[src/rtl/core/cdo_pkg.sv]
// ----------------------------------------------------------------------------
// Countdown digit overlay: shared types, constants and font
// Holds the register indices, the 8x16 digit font, the setup and hit
// structures passed between the pipeline modules, and small helper functions.
// ----------------------------------------------------------------------------
package cdo_pkg;

  // Largest screen dimension honoured; larger register values are clamped.
  localparam int MAX_DIM     = 4096;
  // The glyph scale is the clamped screen height shifted down by this amount.
  localparam int SCALE_SHIFT = 5;
  localparam int SCALE_MIN   = 2;

  // Configuration register indices.
  localparam logic [2:0] REG_SCREEN_WIDTH     = 3'd0;
  localparam logic [2:0] REG_SCREEN_HEIGHT    = 3'd1;
  localparam logic [2:0] REG_SHOWN_VALUE      = 3'd2;
  localparam logic [2:0] REG_BACKGROUND_COLOR = 3'd3;
  localparam logic [2:0] REG_FOREGROUND_COLOR = 3'd4;

  // Signed screen coordinate, wide enough for offsets left of the screen.
  typedef logic signed [13:0] coord_t;

  // Top eight rows of each digit glyph; row 0 sits in the top byte.
  // The lower eight rows of every glyph are blank.
  localparam logic [63:0] DIGIT_FONT [10] = '{
    64'h3C666E766666663C,
    64'h183818181818187E,
    64'h3C66060C1830667E,
    64'h3C66061C0606663C,
    64'h0C1C3C6C7E0C0C0C,
    64'h7E607C060606663C,
    64'h1C30607C6666663C,
    64'h7E060C1830303030,
    64'h3C66663C6666663C,
    64'h3C66663E06060C38
  };

  // Settings derived from the configuration registers.
  typedef struct packed {
    logic [12:0]      width;
    logic [12:0]      height;
    logic [3:0]       tens;
    logic [3:0]       ones;
    logic             tens_on;
    logic [10:0]      cell_w;
    logic [11:0]      cell_h;
    coord_t           tens_x;
    coord_t           ones_x;
    coord_t           top_y;
    logic [15:1][10:0] step;
    logic [31:0]      bg;
    logic [31:0]      fg;
  } setup_t;

  // Glyph cell position of one pixel, passed to the font stage.
  typedef struct packed {
    logic       valid;
    logic       in_tens;
    logic       in_ones;
    logic [2:0] col_tens;
    logic [2:0] col_ones;
    logic [3:0] row;
  } hit_t;

  // Font lookup: one pixel of a digit glyph at the given cell.
  function automatic logic font_pixel(logic [3:0] digit, logic [3:0] row, logic [2:0] col);
    logic [63:0] glyph;
    logic [7:0]  line;
    glyph = '0;
    if (digit <= 4'd9) begin
      glyph = DIGIT_FONT[digit];
    end
    line = glyph[{~row[2:0], 3'b000} +: 8];
    return !row[3] && line[~col];
  endfunction

  // Tens digit of a seven-bit value by parallel threshold compares.
  function automatic logic [3:0] tens_of(logic [6:0] value);
    logic [3:0] t;
    t = '0;
    for (int k = 1; k <= 12; k++) begin
      if (value >= 7'(10 * k)) begin
        t = 4'(k);
      end
    end
    return t;
  endfunction

endpackage

[src/rtl/core/cdo_cfg.sv]
// ----------------------------------------------------------------------------
// Countdown digit overlay: configuration registers and derived geometry
// Holds the five registers and works out, over two register stages, the
// clamped screen size, glyph scale, digit positions and scale multiples.
// ----------------------------------------------------------------------------
module cdo_cfg (
  input  logic            clk,
  input  logic            rst,
  input  logic            wr_en,
  input  logic [2:0]      wr_index,
  input  logic [31:0]     wr_data,
  output cdo_pkg::setup_t setup
);
  import cdo_pkg::*;

  logic [12:0] screen_width;
  logic [12:0] screen_height;
  logic [6:0]  shown_value;
  logic [31:0] background_color;
  logic [31:0] foreground_color;

  // First derived stage.
  logic [12:0] width,   width_next;
  logic [12:0] height,  height_next;
  logic [7:0]  scale,   scale_next;
  logic [3:0]  tens,    tens_next;
  logic [3:0]  ones,    ones_next;
  logic        tens_on, tens_on_next;
  logic [12:0] scale_raw;

  // Second derived stage.
  logic [10:0]       cell_w, cell_w_next;
  logic [11:0]       cell_h, cell_h_next;
  coord_t            tens_x, tens_x_next;
  coord_t            ones_x, ones_x_next;
  coord_t            top_y,  top_y_next;
  logic [15:1][10:0] step,   step_next;
  logic [12:0]       group_w;
  logic [10:0]       gap;
  coord_t            diff_x;
  coord_t            diff_y;

  always_ff @(posedge clk) begin
    if (rst) begin
      screen_width     <= 13'd640;
      screen_height    <= 13'd480;
      shown_value      <= 7'd10;
      background_color <= 32'h0000_0000;
      foreground_color <= 32'h00FF_0000;
    end else if (wr_en) begin
      unique case (wr_index)
        REG_SCREEN_WIDTH:     screen_width     <= wr_data[12:0];
        REG_SCREEN_HEIGHT:    screen_height    <= wr_data[12:0];
        REG_SHOWN_VALUE:      shown_value      <= wr_data[6:0];
        REG_BACKGROUND_COLOR: background_color <= wr_data;
        REG_FOREGROUND_COLOR: foreground_color <= wr_data;
        default: ;
      endcase
    end
  end

  always_comb begin
    width_next   = (screen_width > 13'(MAX_DIM)) ? 13'(MAX_DIM) : screen_width;
    height_next  = (screen_height > 13'(MAX_DIM)) ? 13'(MAX_DIM) : screen_height;
    scale_raw    = height_next >> SCALE_SHIFT;
    scale_next   = (scale_raw < 13'(SCALE_MIN)) ? 8'(SCALE_MIN) : scale_raw[7:0];
    tens_next    = tens_of(shown_value);
    ones_next    = 4'(shown_value - 7'(10 * tens_next));
    tens_on_next = (tens_next != 4'd0) && (tens_next <= 4'd9);
  end

  always_ff @(posedge clk) begin
    width   <= width_next;
    height  <= height_next;
    scale   <= scale_next;
    tens    <= tens_next;
    ones    <= ones_next;
    tens_on <= tens_on_next;
  end

  // Offsets are halved toward zero, so a negative difference is rounded up.
  always_comb begin
    cell_w_next = {scale, 3'b000};
    cell_h_next = {scale, 4'b0000};
    group_w     = {1'b0, scale, 4'b0000} + {3'b000, scale, 2'b00};
    gap         = {scale, 3'b000} + {2'b00, scale, 1'b0};
    diff_x      = $signed({1'b0, width}) - $signed({1'b0, group_w});
    diff_y      = $signed({1'b0, height}) - $signed({2'b00, cell_h_next});
    tens_x_next = (diff_x + $signed({13'b0, diff_x[13]})) >>> 1;
    top_y_next  = (diff_y + $signed({13'b0, diff_y[13]})) >>> 1;
    ones_x_next = tens_x_next + $signed({3'b000, gap});
    for (int k = 1; k <= 15; k++) begin
      step_next[k] = 11'(k * scale);
    end
  end

  always_ff @(posedge clk) begin
    cell_w <= cell_w_next;
    cell_h <= cell_h_next;
    tens_x <= tens_x_next;
    ones_x <= ones_x_next;
    top_y  <= top_y_next;
    step   <= step_next;
  end

  assign setup = '{
    width:   width,
    height:  height,
    tens:    tens,
    ones:    ones,
    tens_on: tens_on,
    cell_w:  cell_w,
    cell_h:  cell_h,
    tens_x:  tens_x,
    ones_x:  ones_x,
    top_y:   top_y,
    step:    step,
    bg:      background_color,
    fg:      foreground_color
  };

endmodule

[src/rtl/core/cdo_locate.sv]
// ----------------------------------------------------------------------------
// Countdown digit overlay: pixel locator
// Four register stages that take a pixel coordinate to its glyph cell:
// capture, screen bound check, offsets from each glyph, cell row and column.
// ----------------------------------------------------------------------------
module cdo_locate (
  input  logic            clk,
  input  logic            rst,
  input  logic            accept,
  input  logic [11:0]     pixel_x,
  input  logic [11:0]     pixel_y,
  input  cdo_pkg::setup_t setup,
  output cdo_pkg::hit_t   hit
);
  import cdo_pkg::*;

  logic        v0, v1, v2;
  logic [11:0] px0, py0, px1, py1;
  logic        on1, on1_next, on2;
  coord_t      dx_tens, dx_ones, dy;
  hit_t        hit_next;

  always_ff @(posedge clk) begin
    if (rst) begin
      v0  <= 1'b0;
      v1  <= 1'b0;
      v2  <= 1'b0;
      hit <= '0;
    end else begin
      v0  <= accept;
      v1  <= v0;
      v2  <= v1;
      hit <= hit_next;
    end
  end

  assign on1_next = ({1'b0, px0} < setup.width) && ({1'b0, py0} < setup.height);

  always_ff @(posedge clk) begin
    px0     <= pixel_x;
    py0     <= pixel_y;
    px1     <= px0;
    py1     <= py0;
    on1     <= on1_next;
    on2     <= on1;
    dx_tens <= $signed({2'b00, px1}) - $signed(setup.tens_x);
    dx_ones <= $signed({2'b00, px1}) - $signed(setup.ones_x);
    dy      <= $signed({2'b00, py1}) - $signed(setup.top_y);
  end

  // Cell index is the count of scale multiples not above the offset.
  always_comb begin
    hit_next.valid   = v2;
    hit_next.in_tens = on2 && setup.tens_on && !dx_tens[13]
                       && (dx_tens < $signed({3'b000, setup.cell_w}))
                       && !dy[13] && (dy < $signed({2'b00, setup.cell_h}));
    hit_next.in_ones = on2 && !dx_ones[13]
                       && (dx_ones < $signed({3'b000, setup.cell_w}))
                       && !dy[13] && (dy < $signed({2'b00, setup.cell_h}));
    hit_next.col_tens = '0;
    hit_next.col_ones = '0;
    hit_next.row      = '0;
    for (int k = 1; k <= 7; k++) begin
      hit_next.col_tens = hit_next.col_tens
                          + {2'b00, (dx_tens >= $signed({3'b000, setup.step[k]}))};
      hit_next.col_ones = hit_next.col_ones
                          + {2'b00, (dx_ones >= $signed({3'b000, setup.step[k]}))};
    end
    for (int k = 1; k <= 15; k++) begin
      hit_next.row = hit_next.row + {3'b000, (dy >= $signed({3'b000, setup.step[k]}))};
    end
  end

endmodule

[src/rtl/core/cdo_glyph.sv]
// ----------------------------------------------------------------------------
// Countdown digit overlay: font lookup and result register
// Looks up the font bit of both digits at the located cell and registers
// the colour, the lit flag and the result strobe.
// ----------------------------------------------------------------------------
module cdo_glyph (
  input  logic            clk,
  input  logic            rst,
  input  cdo_pkg::hit_t   hit,
  input  cdo_pkg::setup_t setup,
  output logic            done,
  output logic            lit,
  output logic [31:0]     pixel_color
);
  import cdo_pkg::*;

  logic lit_next;

  assign lit_next = (hit.in_tens && font_pixel(setup.tens, hit.row, hit.col_tens))
                 || (hit.in_ones && font_pixel(setup.ones, hit.row, hit.col_ones));

  always_ff @(posedge clk) begin
    if (rst) begin
      done <= 1'b0;
      lit  <= 1'b0;
    end else begin
      done <= hit.valid;
      lit  <= hit.valid && lit_next;
    end
  end

  always_ff @(posedge clk) begin
    pixel_color <= lit_next ? setup.fg : setup.bg;
  end

endmodule

[src/rtl/core/countdown_digit_overlay_core.sv]
// ----------------------------------------------------------------------------
// Countdown digit overlay core
// Draws a centred two-digit number in a scaled 8x16 digit font, one pixel
// per transfer. Usage:
//   Input channel: drive pixel_x and pixel_y with start high; the transfer
//   takes place at a rising edge where start is high and busy is low.
//   Output channel: each transfer yields exactly one result, shown on
//   pixel_color and lit for one cycle with done high. The receiver cannot
//   hold results off, so nothing ever backs up into the input side.
//   Pipeline: a pixel passes five register stages in all (capture, bound
//   check, glyph offsets, cell index, font lookup); done rises with the last.
//   Throughput is one pixel every cycle while busy is low, set by the fully
//   pipelined datapath; busy is raised only by reset, as described below.
//   Configuration: wr_en, wr_index and wr_data write one register per edge,
//   with indices 5 to 7 ignored. Write only while no pixel is in flight.
//   The pixel pipeline covers the settling of the derived geometry, so a
//   pixel may follow in the very next cycle.
//   Reset: rst is synchronous; it restores the register defaults, empties
//   the pipeline and holds busy high for the cycle after it is released.
// ----------------------------------------------------------------------------
module countdown_digit_overlay_core (
  input  logic        clk,
  input  logic        rst,
  input  logic        start,
  output logic        busy,
  input  logic [11:0] pixel_x,
  input  logic [11:0] pixel_y,
  input  logic        wr_en,
  input  logic [2:0]  wr_index,
  input  logic [31:0] wr_data,
  output logic        done,
  output logic [31:0] pixel_color,
  output logic        lit
);
  import cdo_pkg::*;

  setup_t setup;
  hit_t   hit;
  logic   accept;

  // busy only covers reset, so that the pipeline starts empty.
  always_ff @(posedge clk) begin
    if (rst) begin
      busy <= 1'b1;
    end else begin
      busy <= 1'b0;
    end
  end

  assign accept = start && !busy;

  // Registers plus the two-stage derivation of scale and glyph positions.
  cdo_cfg u_cfg (
    .clk      (clk),
    .rst      (rst),
    .wr_en    (wr_en),
    .wr_index (wr_index),
    .wr_data  (wr_data),
    .setup    (setup)
  );

  // Coordinate to glyph cell: the first four pipeline stages.
  cdo_locate u_locate (
    .clk     (clk),
    .rst     (rst),
    .accept  (accept),
    .pixel_x (pixel_x),
    .pixel_y (pixel_y),
    .setup   (setup),
    .hit     (hit)
  );

  // Font bit of both digits and the registered result.
  cdo_glyph u_glyph (
    .clk         (clk),
    .rst         (rst),
    .hit         (hit),
    .setup       (setup),
    .done        (done),
    .lit         (lit),
    .pixel_color (pixel_color)
  );

endmodule

[config.mk]
export PLATFORM = sky130hd
export DESIGN_NAME = countdown_digit_overlay_core
export DESIGN_NICKNAME = d
export VERILOG_FILES = /design/src/rtl/core/cdo_pkg.sv /design/src/rtl/core/cdo_cfg.sv /design/src/rtl/core/cdo_locate.sv /design/src/rtl/core/cdo_glyph.sv /design/src/rtl/core/countdown_digit_overlay_core.sv
export SDC_FILE = /design/constraint.sdc
export NUM_CORES = 1
export LEC_CHECK = 0
export BUFFER_PORTS_ARGS = -buffer_cell sky130_fd_sc_hd__buf_2
export CAP_MARGIN = 0
export CORE_UTILIZATION = 30
export CTS_CLUSTER_SIZE = 25
export DETAILED_ROUTE_END_ITERATION = 10
export GPL_ROUTABILITY_DRIVEN = 0
export GPL_TIMING_DRIVEN = 0
export PLACE_DENSITY = 0.46
export SETUP_SLACK_MARGIN = 0.3
export SLEW_MARGIN = 25
export SYNTH_ARGS = -nofsm -noshare
export SYNTH_HDL_FRONTEND = slang
export SYNTH_SLANG_ARGS = --single-unit
[constraint.sdc]
create_clock -name clk -period 4.8 [get_ports clk]
set_input_delay 0.24 -clock clk [delete_from_list [all_inputs] [get_ports clk]]
set_output_delay 0.24 -clock clk [all_outputs]
set_load 0.005 [all_outputs]
# ---- Word level (Yosys, flattened, before mapping)
# Memory sizes are Yosys's and may differ from the RTL's.
# Cells that the tools add are included.
# W data, S select, Z words.
dict set report op_classes {
  order_cmp 56
  n_reduce_logical 30
  n_bitwise 5
  n_mux 25
  n_addsub 37
  eq_ne 4
  shift 2
  mul 12
}
# op n
set ops {}
lappend ops {{$mux W64} 6}
lappend ops {{$ge A14 B12 Y1} 17}
lappend ops {{$shiftx A64 B7 Y8} 2}
lappend ops {{$ge A14 B11 Y1} 6}
lappend ops {{$add A4 B1 Y4} 13}
lappend ops {{$mul A4 B8 Y11 const A} 4}
lappend ops {{$ge A14 B10 Y1} 3}
lappend ops {{$ge A14 B9 Y1} 3}
lappend ops {{$ge A7 B7 Y1 const B} 6}
lappend ops {{$sub A13 B13 Y14} 3}
lappend ops {{$mux W32} 1}
lappend ops {{$add A3 B1 Y3} 10}
lappend ops {{$add A14 B2 Y14} 2}
lappend ops {{$lt A14 B12 Y1} 2}
lappend ops {{$gt A13 B13 Y1 const B} 2}
lappend ops {{$lt A12 B13 Y1} 2}
lappend ops {{$mul A3 B8 Y11 const A} 2}
lappend ops {{$ge A7 B6 Y1 const B} 3}
lappend ops {{$mul A2 B8 Y10 const A} 2}
lappend ops {{$mul A3 B8 Y10 const A} 2}
lappend ops {{$mux W4} 5}
lappend ops {{$logic_and A1 B1 Y1} 17}
lappend ops {{$add A13 B12 Y14} 1}
lappend ops {{$ge A7 B5 Y1 const B} 2}
lappend ops {{29 further kinds} 55}
dict set report totals {
  in_bits 63
  word_cells 222
  mem_count 2
  rom_bits 2048
  regBits 446
}
# name words width read_ports rd_ports_with_merged_regs write_ports line
set memory_table {}
lappend memory_table {{(name not given)} 16 64 1 0 0 cdo_pkg.sv:72} ;# glyph = DIGIT_FONT[digit];
lappend memory_table {{(name not given)} 16 64 1 0 0 cdo_pkg.sv:72}

# ---- Depth between registers and ports, before layout
# Gate-level depths: netlist (run 1).
dict set report logic_depth {
  ltp_word 15
  depth_mapped 23
  ltp_nobuf 23
}

# ---- Modules after synthesis
# A second synthesis (run 1) with hierarchy kept.
dict set report hier_totals {
  hier_cells 3298
  area_unflattened_um2 29146.7
}
# mod area_per_inst_um2 n_inst seq_area_each_um2 cells_per_inst
set modules_own_cells {}
lappend modules_own_cells {cdo_locate 13225.2 1 2162.1 1560}
lappend modules_own_cells {cdo_cfg 12685.9 1 4924.7 1361}
lappend modules_own_cells {cdo_glyph 3201.8 1 680.7 375}
lappend modules_own_cells {countdown_digit_overlay_core 33.8 1 20.0 2}

# ---- Least setup slack after synthesis (run 1)
# No wires, ideal clock.
dict set report synth_path {
  path_kind {reg-to-reg}
  from {register u_cfg.scale[5]}
  to {register u_cfg.ones_x[10]}
  setup_time_ns 0.072
  period_less_slack_ns 5.063
  stages_incl_launch_ff 18
  slack_ns -0.263
  path_buffers 1
  t_arrival_ns 4.991
  cell_sequence {dfxtp_1 -> inv_1 -> fa_1 -> ha_1 -> buf_2 -> a21oi_1 -> a2bb2oi_1 -> o211ai_1 -> a311o_1 -> or4b_1 -> a211oi_1 -> a211oi_1 -> xnor2_1 -> ha_1 -> o41ai_1 -> o21bai_1 -> a21oi_1 -> xnor2_1}
}
dict set report synth_between {
  elab_chain_len 4
}
# item line
set synth_rtl {}
lappend synth_rtl {{start, declared} cdo_cfg.sv:25} ;# logic [7:0] scale, scale_next;
lappend synth_rtl {{start signal, assigned} cdo_cfg.sv:75} ;# scale <= scale_next;
lappend synth_rtl {{$add A12 B10 Y13} cdo_cfg.sv:85} ;# group_w = {1'b0, scale, 4'b0000} + {3'b000, scale, 2'b00};
lappend synth_rtl {{$sub A13 B13 Y14} cdo_cfg.sv:87} ;# diff_x = $signed({1'b0, width}) - $signed({1'b0, group_w});
lappend synth_rtl {{$add A14 B2 Y14} cdo_cfg.sv:89} ;# tens_x_next = (diff_x + $signed({13'b0, diff_x[13]})) >>> 1;
lappend synth_rtl {{net u_cfg.tens_x_next[6]} cdo_cfg.sv:34} ;# coord_t tens_x, tens_x_next;
lappend synth_rtl {{$add A13 B12 Y14} cdo_cfg.sv:91} ;# ones_x_next = tens_x_next + $signed({3'b000, gap});
lappend synth_rtl {{net u_cfg.ones_x_next[10]} cdo_cfg.sv:35} ;# coord_t ones_x, ones_x_next;
lappend synth_rtl {{end signal, assigned} cdo_cfg.sv:101} ;# ones_x <= ones_x_next;
lappend synth_rtl {{end, declared} cdo_cfg.sv:35}
# The timed path passes the listed nets, and every way through them passes these cells.
# A chain may end at the register's enable or synchronous reset.

# ---- Worst setup path after layout (run 1)
dict set report layout_path {
  from {register u_locate.dy[3]}
  to {register u_locate.hit[1] (netlist name)}
}
dict set report layout_between {
  elab_chain_len 15
}
# item line
set layout_rtl {}
lappend layout_rtl {{start, declared} cdo_locate.sv:20} ;# coord_t dx_tens, dx_ones, dy;
lappend layout_rtl {{start signal, assigned} cdo_locate.sv:48} ;# dy <= $signed({2'b00, py1}) - $signed(setup.top_y);
lappend layout_rtl {{$ge A14 B9 Y1 or $ge A14 B10 Y1 (tied branches)} cdo_locate.sv:70} ;# hit_next.row = hit_next.row + {3'b000, (dy >= $signed({3'b000, setup.step[k]}))};
lappend layout_rtl {{$add A1 B1 Y2} cdo_locate.sv:70}
lappend layout_rtl {{$add A4 B1 Y4 (12 in series)} cdo_locate.sv:70}
lappend layout_rtl {{$add A4 B1 Y4 (*)} cdo_locate.sv:70}
# Mark *: on every way between the ends. The rest lies on a longest branch, timed or not.

==> flow_metrics.env, run 1 <==
export IMPL_seq_area_frac_synth=0.296
export IMPL_dp_cells=4122
export IMPL_final_hold_viol_count=0
export IMPL_root_buffer="clkbuf_16"
export IMPL_track_usage=0.186
export IMPL_synthArstFlopShare=0
export IMPL_fin_cells=4333
export IMPL_reg2reg_from="u_locate.dy[3]"
export IMPL_status="finished with violations"
export IMPL_hold_path_class="in -> reg"
export IMPL_finalWirelength_microns=83500
export IMPL_fin_util=0.365
export IMPL_die_w_microns=298
export IMPL_hold_start="wr_index[2]"
export IMPL_setup_ws_ps=-89.9
export IMPL_cap_violations=0
export IMPL_fmax_mhz=205
export IMPL_postSynthAreaPerCell_sq_um=9.16
export IMPL_num_rows=108
export IMPL_min_to="u_cfg.foreground_color[1]"
export IMPL_tightestPinTransition_ps=941
export IMPL_ant_nets=0
export IMPL_hpwl_microns=60400
export IMPL_critPathRequiredTime_ps=5240
export IMPL_cts_max_level=2
export IMPL_reg2reg_depth=20
export IMPL_antenna_found_initial=1
export IMPL_nets=3724
export IMPL_vias=21200
export IMPL_clock_skew_ps=37.1
export IMPL_syn_cell_area_sq_um=26300
export IMPL_cellPowerDensity_nw_per_um2=525
export IMPL_fin_crit_sh=1.02
export IMPL_worstPathArrival_ps=5330
export IMPL_p_leak_nw=14.0
export IMPL_worstHoldPathCells=4
export IMPL_cts_made_buffers=43
export IMPL_grt_pass1_vias=21100
export IMPL_syn_num_nets=3452
export IMPL_dr_pass1_iters=5
export IMPL_drtIter0Drc=1229
export IMPL_clock_latency_ps=600
export IMPL_die_h_microns=298
export IMPL_critPathKind="reg -> reg"
export IMPL_synth_seq_cells=388
export IMPL_core_sq_um=86800
export IMPL_setup_viol=3
export IMPL_die_area_sq_um=88800
export IMPL_finalSetupTns_ps=-228
export IMPL_worst_setup_path_start_kind="flop"
export IMPL_synth_cell_types=90
export IMPL_crit_fanout=3
export IMPL_fin_crit_ps=4890
export IMPL_clock_sinks=388
export IMPL_grt_max_degree=18
export IMPL_failed_checks="negative setup slack"
export IMPL_finalMaxSlewViolations=0
export IMPL_ff2ff_setup_slack_ps=-90
export IMPL_worstReg2RegEnd="u_locate.hit[1]"
export IMPL_ios=98
export IMPL_yosys_warnings=0
export IMPL_relSlewSlack=0.373
export IMPL_place_ws_ps=-831
export IMPL_synth_flop_cell="dfxtp_1"
export IMPL_syn_instance_count=2870
export IMPL_hold_ws_ps=132
export IMPL_io_buffers=97
export IMPL_drc=0
export IMPL_clk_path_buf_depth=3
export IMPL_synth_edf_count=0
export IMPL_clk_pin_slew_ps=60
export IMPL_fillCellCount=9026
export IMPL_peakVddDrop_v=0.000577
export IMPL_syn2layout_area_growth_pct=20.3
export IMPL_cp_end_kind="flop"
export IMPL_start_util=0.303
export IMPL_wl_per_cell_microns=19.3
export IMPL_grt_ovfl_total=0
export IMPL_via_per_inst=4.89
export IMPL_rsz0062_at_grt="yes"
export IMPL_cts_tree="done"
export IMPL_grt_pass1_wl_microns=128000
export IMPL_final_layout_size_suffix_gt1_frac=0.142
## worst max-delay path, cell delays in order, from the launching register on
cell	delay (ps)
dfxtp_4	430
buf_12	130
ha_4	190
nor2b_4	120
o21a_1	160
o21a_1	170
o21a_1	160
o21a_1	160
o21a_1	170
o21ai_1	140
a21oi_2	90
fa_1	530
inv_2	40
fa_1	500
fa_2	550
fa_2	440
inv_2	70
ha_4	130
inv_2	30
fa_2	500
nor2_1	30
## layout make-up
cell class | count | area, sq um | share of cell area
clock buffer | 60 | 1250 | 0.0396
multi-input combinational | 2118 | 17700 | 0.558
sequential | 388 | 7830 | 0.248
timing repair buffer | 227 | 1650 | 0.0520
tap | 1155 | 1450 | 0.0457
inverter | 279 | 1100 | 0.0349
antenna | 1 | 2.50 | 0.0000791
buffer | 85 | 423 | 0.0134
clock inverter | 20 | 270 | 0.00854
## cells in the final DEF, fill, tap and decap left out, types with 59 or more instances in the layout
| master | synthesis | routed |
|---|---|---|
| a21o_1 | 83 | 83 |
| a21oi_1 | 220 | 213 |
| buf_2 | 20 | 115 |
| buf_4 | 2 | 67 |
| clkbuf_1 | 56 | 59 |
| dfxtp_1 | 388 | 366 |
| fa_1 | 66 | 60 |
| ha_1 | 453 | 433 |
| inv_1 | 276 | 256 |
| nand2_1 | 246 | 246 |
| nor2_1 | 114 | 111 |
| nor2b_1 | 79 | 76 |
| o21a_1 | 67 | 67 |
| o21ai_0 | 93 | 86 |
| xnor2_1 | 92 | 88 |
## power by group
| group | switching (W) | leakage, nW | total [W] | internal (W) |
|---|---|---|---|---|
| registers | 0.000782 | 3.20 | 0.00452 | 0.00373 |
| logic | 0.00461 | 10.0 | 0.00857 | 0.00396 |
| clock network | 0.00143 | 0.742 | 0.00351 | 0.00207 |
## metal layers
metal | global-route usage | routed length (microns) | part of all wire
met5 | 0 | 0 | 0
met4 | 0.0496 | 2030 | 0.024
met3 | 0.0180 | 3110 | 0.037
met2 | 0.311 | 38800 | 0.46
met1 | 0.254 | 39600 | 0.47
## flip-flops by register name, summed over array words and instances, names as in the netlist, 14 cells and up
| register | flops |
|---|---|
| u_cfg.background_color | 32 |
| u_cfg.foreground_color | 32 |
| u_locate.dx_tens | 14 |
| u_cfg.setup | 62 |
| u_locate.dy | 14 |
| u_glyph.pixel_color | 32 |
## cells by family after synthesis
| logic type | count (synthesis) | share of synthesized area |
|---|---|---|
| AND/OR/NAND/NOR | 708 | 0.136 |
| buffers and inverters | 364 | 0.0544 |
| AO/OA/AOI/OAI | 708 | 0.179 |
| multiplexers | 45 | 0.0228 |
| XOR/XNOR | 138 | 0.0466 |
| flip-flops | 388 | 0.296 |
| adder cells (fa/ha/maj) | 519 | 0.266 |
## what timing repair did
action / CTS / global route
buffers inserted: 62 / 10
endpoints found under the setup margin: 23 / 14
pin swaps: 35 / 35
endpoints found under the hold margin: 118 / 0
hold buffers: 58 / 0
gates cloned: 0 / 0
gates resized for setup: 98 / 34
## cell usage after synthesis, drive strengths merged (9+ instances only)
master | number | area (sq um)
a2111oi | 16 | 166
a211oi | 22 | 165
a21boi | 16 | 120
a21o | 83 | 623
a21oi | 220 | 1100
a31o | 9 | 78.8
a31oi | 33 | 236
buf | 29 | 171
clkbuf | 56 | 210
dfxtp | 388 | 7770
fa | 66 | 1320
ha | 453 | 5670
inv | 276 | 1040
mux2 | 33 | 480
mux2i | 12 | 120
nand2 | 246 | 923
nand2b | 47 | 294
nand3 | 32 | 160
nand3b | 18 | 135
nand4 | 32 | 200
nor2 | 114 | 428
nor2b | 80 | 508
nor3 | 44 | 220
nor3b | 13 | 103
nor4 | 16 | 113
o211ai | 19 | 143
o21a | 67 | 503
o21ai | 95 | 475
o21bai | 26 | 195
o22ai | 12 | 75.1
or2 | 13 | 83.8
or3 | 16 | 100
xnor2 | 92 | 806
xor2 | 45 | 394
## per-stage QoR
stage | instance area, sq um | power, W
finish | 31600 | 0.0166
global route | 31600 | 0.0180
CTS | 31400 | 0.0165
detailed placement | 28400 | 0.0125
global placement | 28400 | 0.0125
floorplan | 26400 | 0.00992
## worst max-delay path by stage
| stage | startpoint | endpoint | cells after the start |
|---|---|---|---|
| global placement | u_cfg.scale[4] | u_cfg.ones_x[11] | 23 |
| global route | u_locate.dy[3] | u_locate.hit[1] | 20 |
| floorplan | u_locate.dy[3] | u_locate.hit[1] | 19 |
| CTS | u_locate.dy[3] | u_locate.hit[1] | 20 |
| detailed placement | u_cfg.scale[7] | u_cfg.ones_x[11] | 23 |
| finish | u_locate.dy[3] | u_locate.hit[1] | 20 |
Note: power is estimated with default switching activity, not from simulation.
==> run 2, diff against run 1 <==
- BUFFER_PORTS_ARGS: -buffer_cell sky130_fd_sc_hd__buf_2 -> not set
- CORE_MARGIN: not set -> 2
- DONT_BUFFER_PORTS: not set -> 1
- PLACE_DENSITY: 0.46 -> 0.45
- SLEW_MARGIN: 25 -> not set
==> flow_metrics.env, run 2 (synthesis results as in run 1) <==
export IMPL_cp_cell_sequence="ha_1 > a21o_1 > a21o_1 > a2111oi_0 > o32ai_1 > o32a_1 > fa_1 > inv_1 > fa_2 > fa_2 > inv_1 > ha_1 > a21o_1 > a21oi_2 > xor2_1 > nor2_1"
export IMPL_fin_area_sq_um=31100
export IMPL_start_util=0.303
export IMPL_fin_crit_ps=4920
export IMPL_drtIter0Drc=1303
export IMPL_final_cell_mix="ha_1 (432), dfxtp_1 (364), inv_1 (253)"
export IMPL_worst_setup_path_start_kind="flop"
export IMPL_failed_checks="negative setup slack"
export IMPL_cts_max_level=2
export IMPL_via_per_inst=5.06
export IMPL_vias=21500
export IMPL_tightestPinTransition_ps=939
export IMPL_finalMaxSlewViolations=0
export IMPL_track_usage=0.187
export IMPL_setup_viol=3
export IMPL_cp_end_kind="flop"
export IMPL_grt_ovfl_total=0
export IMPL_wl_per_cell_microns=20.1
export IMPL_hpwl_microns=62100
export IMPL_fmax_mhz=203
export IMPL_top_layer="met4"
export IMPL_antenna_found_initial=1
export IMPL_dr_pass1_iters=7
export IMPL_clk_pin_slew_ps=60
export IMPL_num_rows=108
export IMPL_root_buffer="clkbuf_16"
export IMPL_hold_path_class="in -> reg"
export IMPL_clock_sinks=388
export IMPL_final_hold_viol_count=0
export IMPL_ant_nets=0
export IMPL_worst_path_buf_inv=2
export IMPL_nets=3639
export IMPL_clock_latency_ps=590
export IMPL_critPathRequiredTime_ps=5250
export IMPL_met3_length_microns=3720
export IMPL_critPathKind="reg -> reg"
export IMPL_relSlewSlack=0.370
export IMPL_cap_violations=0
export IMPL_largest_register_ffs=62
export IMPL_grt_pass1_wl_microns=130000
export IMPL_fin_total_pwr_w=0.0164
export IMPL_syn2layout_area_growth_pct=18.5
export IMPL_finalWirelength_microns=85500
export IMPL_worstPathArrival_ps=5370
export IMPL_place_ws_ps=-934
export IMPL_die_w_microns=300
export IMPL_cp_slowest_stage_delay_ps=700
export IMPL_grt_pass1_vias=21700
export IMPL_status="finished with violations"
export IMPL_crit_fanout=16
export IMPL_crit_top_cell="a21o_1"
export IMPL_rsz0062_at_grt="yes"
export IMPL_grt_max_degree=18
export IMPL_fin_crit_sh=1.03
export IMPL_fin_util=0.359
export IMPL_ios=98
export IMPL_final_common_cell="ha_1"
export IMPL_clock_skew_ps=28.7
export IMPL_place_area_sq_um=27900
export IMPL_die_h_microns=300
export IMPL_io_buffers=0
export IMPL_cts_tree="done"
export IMPL_cellPowerDensity_nw_per_um2=527
export IMPL_peakVddDrop_v=0.000643
export IMPL_finalSetupTns_ps=-299
export IMPL_core_sq_um=86800
export IMPL_clk_path_buf_depth=3
export IMPL_crit_slowest_cell="dfxtp_2"
export IMPL_drc=0
export IMPL_p_leak_nw=13.5
export IMPL_die_area_sq_um=90000
export IMPL_critical_path_top_delay_family="adder cells"
export IMPL_met1_length_microns=39300
export IMPL_cts_made_buffers=43
export IMPL_final_layout_size_suffix_gt1_frac=0.117
export IMPL_wl_met2_microns=39800
export IMPL_setup_ws_ps=-120
[run 2: changes by cell type in the layout (fill, tap and decap cells not counted), sizes merged]
cell         change
buf             -90
clkbuf           -3
clkinvlp         -1
dlygate4sd3      +5
inv              +4
bufinv           -2
[run 2: path summary, 6_finish.rpt]
kind / startpoint / end / slack, ps / cells past startpoint
setup / recovery: u_locate.dy[7] / u_locate.hit[3] / -120 / 16
hold / removal: wr_index[1] / u_cfg.screen_height[12] / 50 / 3
setup reg to reg: u_locate.dy[7] / u_locate.hit[3] / -120 / 16
hold reg to reg: u_locate.on1 / u_locate.on2 / 330 / 0
[run 2: worst reg2reg max path, stage by stage (launching register included)]
cell and delay (ps):
dfxtp_2 700, ha_1 370, a21o_1 190, a21o_1 180, a2111oi_0 480, o32ai_1 170
o32a_1 290, fa_1 560, inv_1 60, fa_2 390, fa_2 560, inv_1 40
ha_1 280, a21o_1 170, a21oi_2 120, xor2_1 190, nor2_1 60
[run 2: layer usage]
metal / vias to the layer above / track usage
li1: 10500 / -
met1: 10300 / 0.251
met2: 612 / 0.316
met3: 128 / 0.0197
met4: 0 / 0.0590
met5: - / 0
[run 2: cell type report]
type	count	area, sq um
diodes	1	2.50
plain buffers	85	423
clock buffers	57	1180
clock inverters	21	241
fillers	8875	55600
inverters	279	1110
multi-input cells	2118	17600
flip-flops and latches	388	7840
well taps	1155	1450
repair buffers	142	1290
[run 2: what timing repair did]
| action | 4_1_cts | 5_1_grt |
|---|---|---|
| buffers inserted | 62 | 17 |
| endpoints found under the setup margin | 24 | 15 |
| gates resized for setup | 96 | 49 |
| pin swaps | 31 | 43 |
| hold buffers | 63 | 0 |
| hold endpoints to repair | 125 | 0 |
[run 2: power by group]
group	switching, W	internal [W]
clock network	0.00145	0.00188
registers	0.000793	0.00374
logic	0.00465	0.00391
[run 2: per-stage QoR]
step | instances | hold slack (ps)
2_1_floorplan | 2870 | 268
3_5_place_dp | 4025 | 268
4_1_cts | 4228 | 9.03
5_1_grt | 4245 | 41.0
6_report | 4246 | 49.1
3_3_place_gp | 4025 | 268
==> run 3, diff against run 2 <==
- ABC_AREA: not set -> 1
- GPL_ROUTABILITY_DRIVEN: 0 -> 1
==> flow_metrics.env, run 3 <==
export IMPL_status="finished, final reports clean"
export IMPL_wl_per_cell_microns=18.2
export IMPL_die_area_sq_um=91100
export IMPL_core_sq_um=88100
export IMPL_min_to="u_cfg.shown_value[1]"
export IMPL_clk_pin_slew_ps=70
export IMPL_hold_path_class="in -> reg"
export IMPL_syn2layout_area_growth_pct=18.0
export IMPL_final_cell_mix="nand2_1 (517), inv_1 (475), ha_1 (440)"
export IMPL_internal_power_w=0.00966
export IMPL_clock_sinks=388
export IMPL_reg2reg_depth=21
export IMPL_finalMaxSlewViolations=0
export IMPL_synth_area_leaders="dfxtp_1 (29%), ha_1 (21%), nand2_1 (7.4%), inv_1 (7.0%), a21oi_1 (5.5%)"
export IMPL_grt_pass1_wl_microns=133000
export IMPL_ant_nets=0
export IMPL_critPathKind="reg -> reg"
export IMPL_postSynthAreaPerCell_sq_um=7.86
export IMPL_fin_crit_sh=0.981
export IMPL_fin_cells=4773
export IMPL_fin_crit_ps=4710
export IMPL_nets=4155
export IMPL_p_leak_nw=14.7
export IMPL_root_buffer="clkbuf_16"
export IMPL_setup_viol=0
export IMPL_fin_util=0.356
export IMPL_wl_met2_microns=40000
export IMPL_worstHoldPathCells=2
export IMPL_dr_pass1_iters=7
export IMPL_hold_ws_ps=22.4
export IMPL_worstReg2RegEnd="u_locate.hit[1]"
export IMPL_clk_path_buf_depth=3
export IMPL_relSlewSlack=0.279
export IMPL_hpwl_microns=64800
export IMPL_worstPathArrival_ps=5160
export IMPL_synth_top_cell_by_area="dfxtp_1"
export IMPL_cp_end_kind="flop"
export IMPL_cts_max_level=2
export IMPL_clock_skew_ps=29.0
export IMPL_grt_ovfl_total=0
export IMPL_yosys_top_cells_count="nand2_1 (526), inv_1 (499), ha_1 (453)"
export IMPL_track_usage=0.190
export IMPL_via_per_inst=4.79
export IMPL_peakVddDrop_v=0.000459
export IMPL_hold_start="wr_index[0]"
export IMPL_met3_length_microns=3350
export IMPL_synth_most_common_cell="nand2_1"
export IMPL_reg2reg_from="u_cfg.setup[131]"
export IMPL_p_sw_frac=0.453
export IMPL_final_common_cell="nand2_1"
export IMPL_synth_top_area_frac=0.292
export IMPL_synthArstFlopShare=0
export IMPL_cts_tree="done"
export IMPL_drc=0
export IMPL_yosys_warnings=0
export IMPL_clock_latency_ps=590
export IMPL_grt_pass1_vias=22400
export IMPL_dp_cells=4550
export IMPL_final_hold_viol_count=0
export IMPL_vias=22900
export IMPL_cellPowerDensity_nw_per_um2=562
export IMPL_io_buffers=0
export IMPL_finalSetupTns_ps=0
export IMPL_tightestPinTransition_ps=1070
export IMPL_cap_violations=0
export IMPL_synth_cell_types=58
export IMPL_syn_cell_area_sq_um=26600
export IMPL_critPathRequiredTime_ps=5250
export IMPL_seqPwrFrac=0.263
export IMPL_syn_num_nets=3967
export IMPL_synth_seq_cells=388
export IMPL_start_util=0.302
export IMPL_p_switching_w=0.00798
export IMPL_pwr_share_clk=0.194
export IMPL_antenna_found_initial=4
export IMPL_seq_area_frac_synth=0.292
export IMPL_syn_instance_count=3385
export IMPL_cts_made_buffers=43
export IMPL_die_h_microns=302
export IMPL_worst_setup_path_start_kind="flop"
export IMPL_grt_max_degree=18
export IMPL_final_layout_size_suffix_gt1_frac=0.0890
export IMPL_p_comb_frac=0.543
export IMPL_ios=98
export IMPL_fmax_mhz=212
export IMPL_met1_length_microns=41200
export IMPL_synth_edf_count=0
export IMPL_ff2ff_setup_slack_ps=90
export IMPL_num_rows=109
export IMPL_die_w_microns=302
export IMPL_synth_flop_cell="dfxtp_1"
export IMPL_top_layer="met4"
export IMPL_fin_total_pwr_w=0.0176
export IMPL_largest_register_ffs=62
export IMPL_finalWirelength_microns=87100
export IMPL_routabilityCongestion=0.901
export IMPL_crit_fanout=2
export IMPL_drtIter0Drc=1072
export IMPL_rsz0062_at_grt="yes"
==> run 3: cell count changes in the layout (fill, tap and decap cells not counted), moves of 63 or more <==
cell and change:
o21a_1 -63, nand2_1 +271, nand3_1 +190, a21oi_1 +76
nor2_1 +150, inv_1 +222, nor2b_1 -78, o21ai_0 +91
a21o_1 -66
==> run 3: cell families after synthesis <==
family,share of synthesized area
and+or+nand+nor,0.189
AOI/OAI and AO/OA,0.130
buffers and inverters,0.0854
adders and majority gates,0.263
DFF,0.292
xor gates and xnor gates,0.0405
==> run 3: per-stage QoR <==
stage	setup slack, ps	instance area, sq um
after floorplan	301	26600
after global placement	-1290	28100
after detailed placement	-1200	28100
after CTS	57.3	31000
after global routing	-119	31400
final	90.4	31400
==> run 3: repair_timing <==
item,4_1_cts,5_1_grt
hold endpoints to repair,125,0
setup endpoints to repair,21,12
buffers inserted,53,18
resized for setup,91,59
hold buffers,72,0
pin swaps,20,28
==> run 3: how the worst max path moves through the flow <==
stage | endpoint | slack [ps] | cells past startpoint | startpoint
final | u_locate.hit[1] | 90 | 21 | u_cfg.setup[131]
after global routing | u_locate.hit[3] | -120 | 23 | u_locate.dy[2]
after CTS | u_locate.hit[1] | 60 | 21 | u_cfg.setup[131]
after detailed placement | u_cfg.ones_x[12] | -1200 | 30 | u_cfg.scale[1]
after global placement | u_cfg.ones_x[12] | -1290 | 29 | u_cfg.scale[7]
after floorplan | u_locate.hit[2] | 300 | 22 | u_locate.dy[3]
==> run 3: worst max-delay path: stages (launching register included) <==
cell	delay, ps
dfxtp_2	340
clkinvlp_4	150
buf_8	170
ha_4	230
nand3b_1	80
a21oi_1	60
nor2_1	130
o21ai_1	80
nand3_1	90
a21oi_2	80
o31ai_2	240
nand2_1	130
fa_1	510
inv_2	40
fa_1	560
fa_1	440
fa_1	440
inv_1	60
ha_1	140
inv_2	50
fa_2	510
nor2_1	40
==> run 3: layout make-up <==
cell class | count | area (sq um)
well taps | 1165 | 1460
diodes | 2 | 5.00
repair buffers | 143 | 1290
inverters | 510 | 1990
clock buffers | 57 | 1210
fillers | 9447 | 56700
clock inverters | 21 | 260
multi-input cells | 2418 | 17000
plain buffers | 69 | 358
flip-flops and latches | 388 | 7840
==> run 3: power by group through the flow <==
| stage | combinational [W] | clock (W) | sequential [W] |
|---|---|---|---|
| final | 0.00957 | 0.00343 | 0.00463 |
| after global routing | 0.0110 | 0.00365 | 0.00470 |
| after CTS | 0.00952 | 0.00352 | 0.00464 |
| after detailed placement | 0.00878 | 0 | 0.00478 |
| after global placement | 0.00877 | 0 | 0.00478 |
| after floorplan | 0.00637 | 0 | 0.00428 |
==> run 3: metal layers <==
metal / global-route usage / vias to the layer above
li1: - / 11700
met4: 0.0558 / 0
met5: 0 / -
met3: 0.0226 / 107
met1: 0.256 / 10600
met2: 0.320 / 473
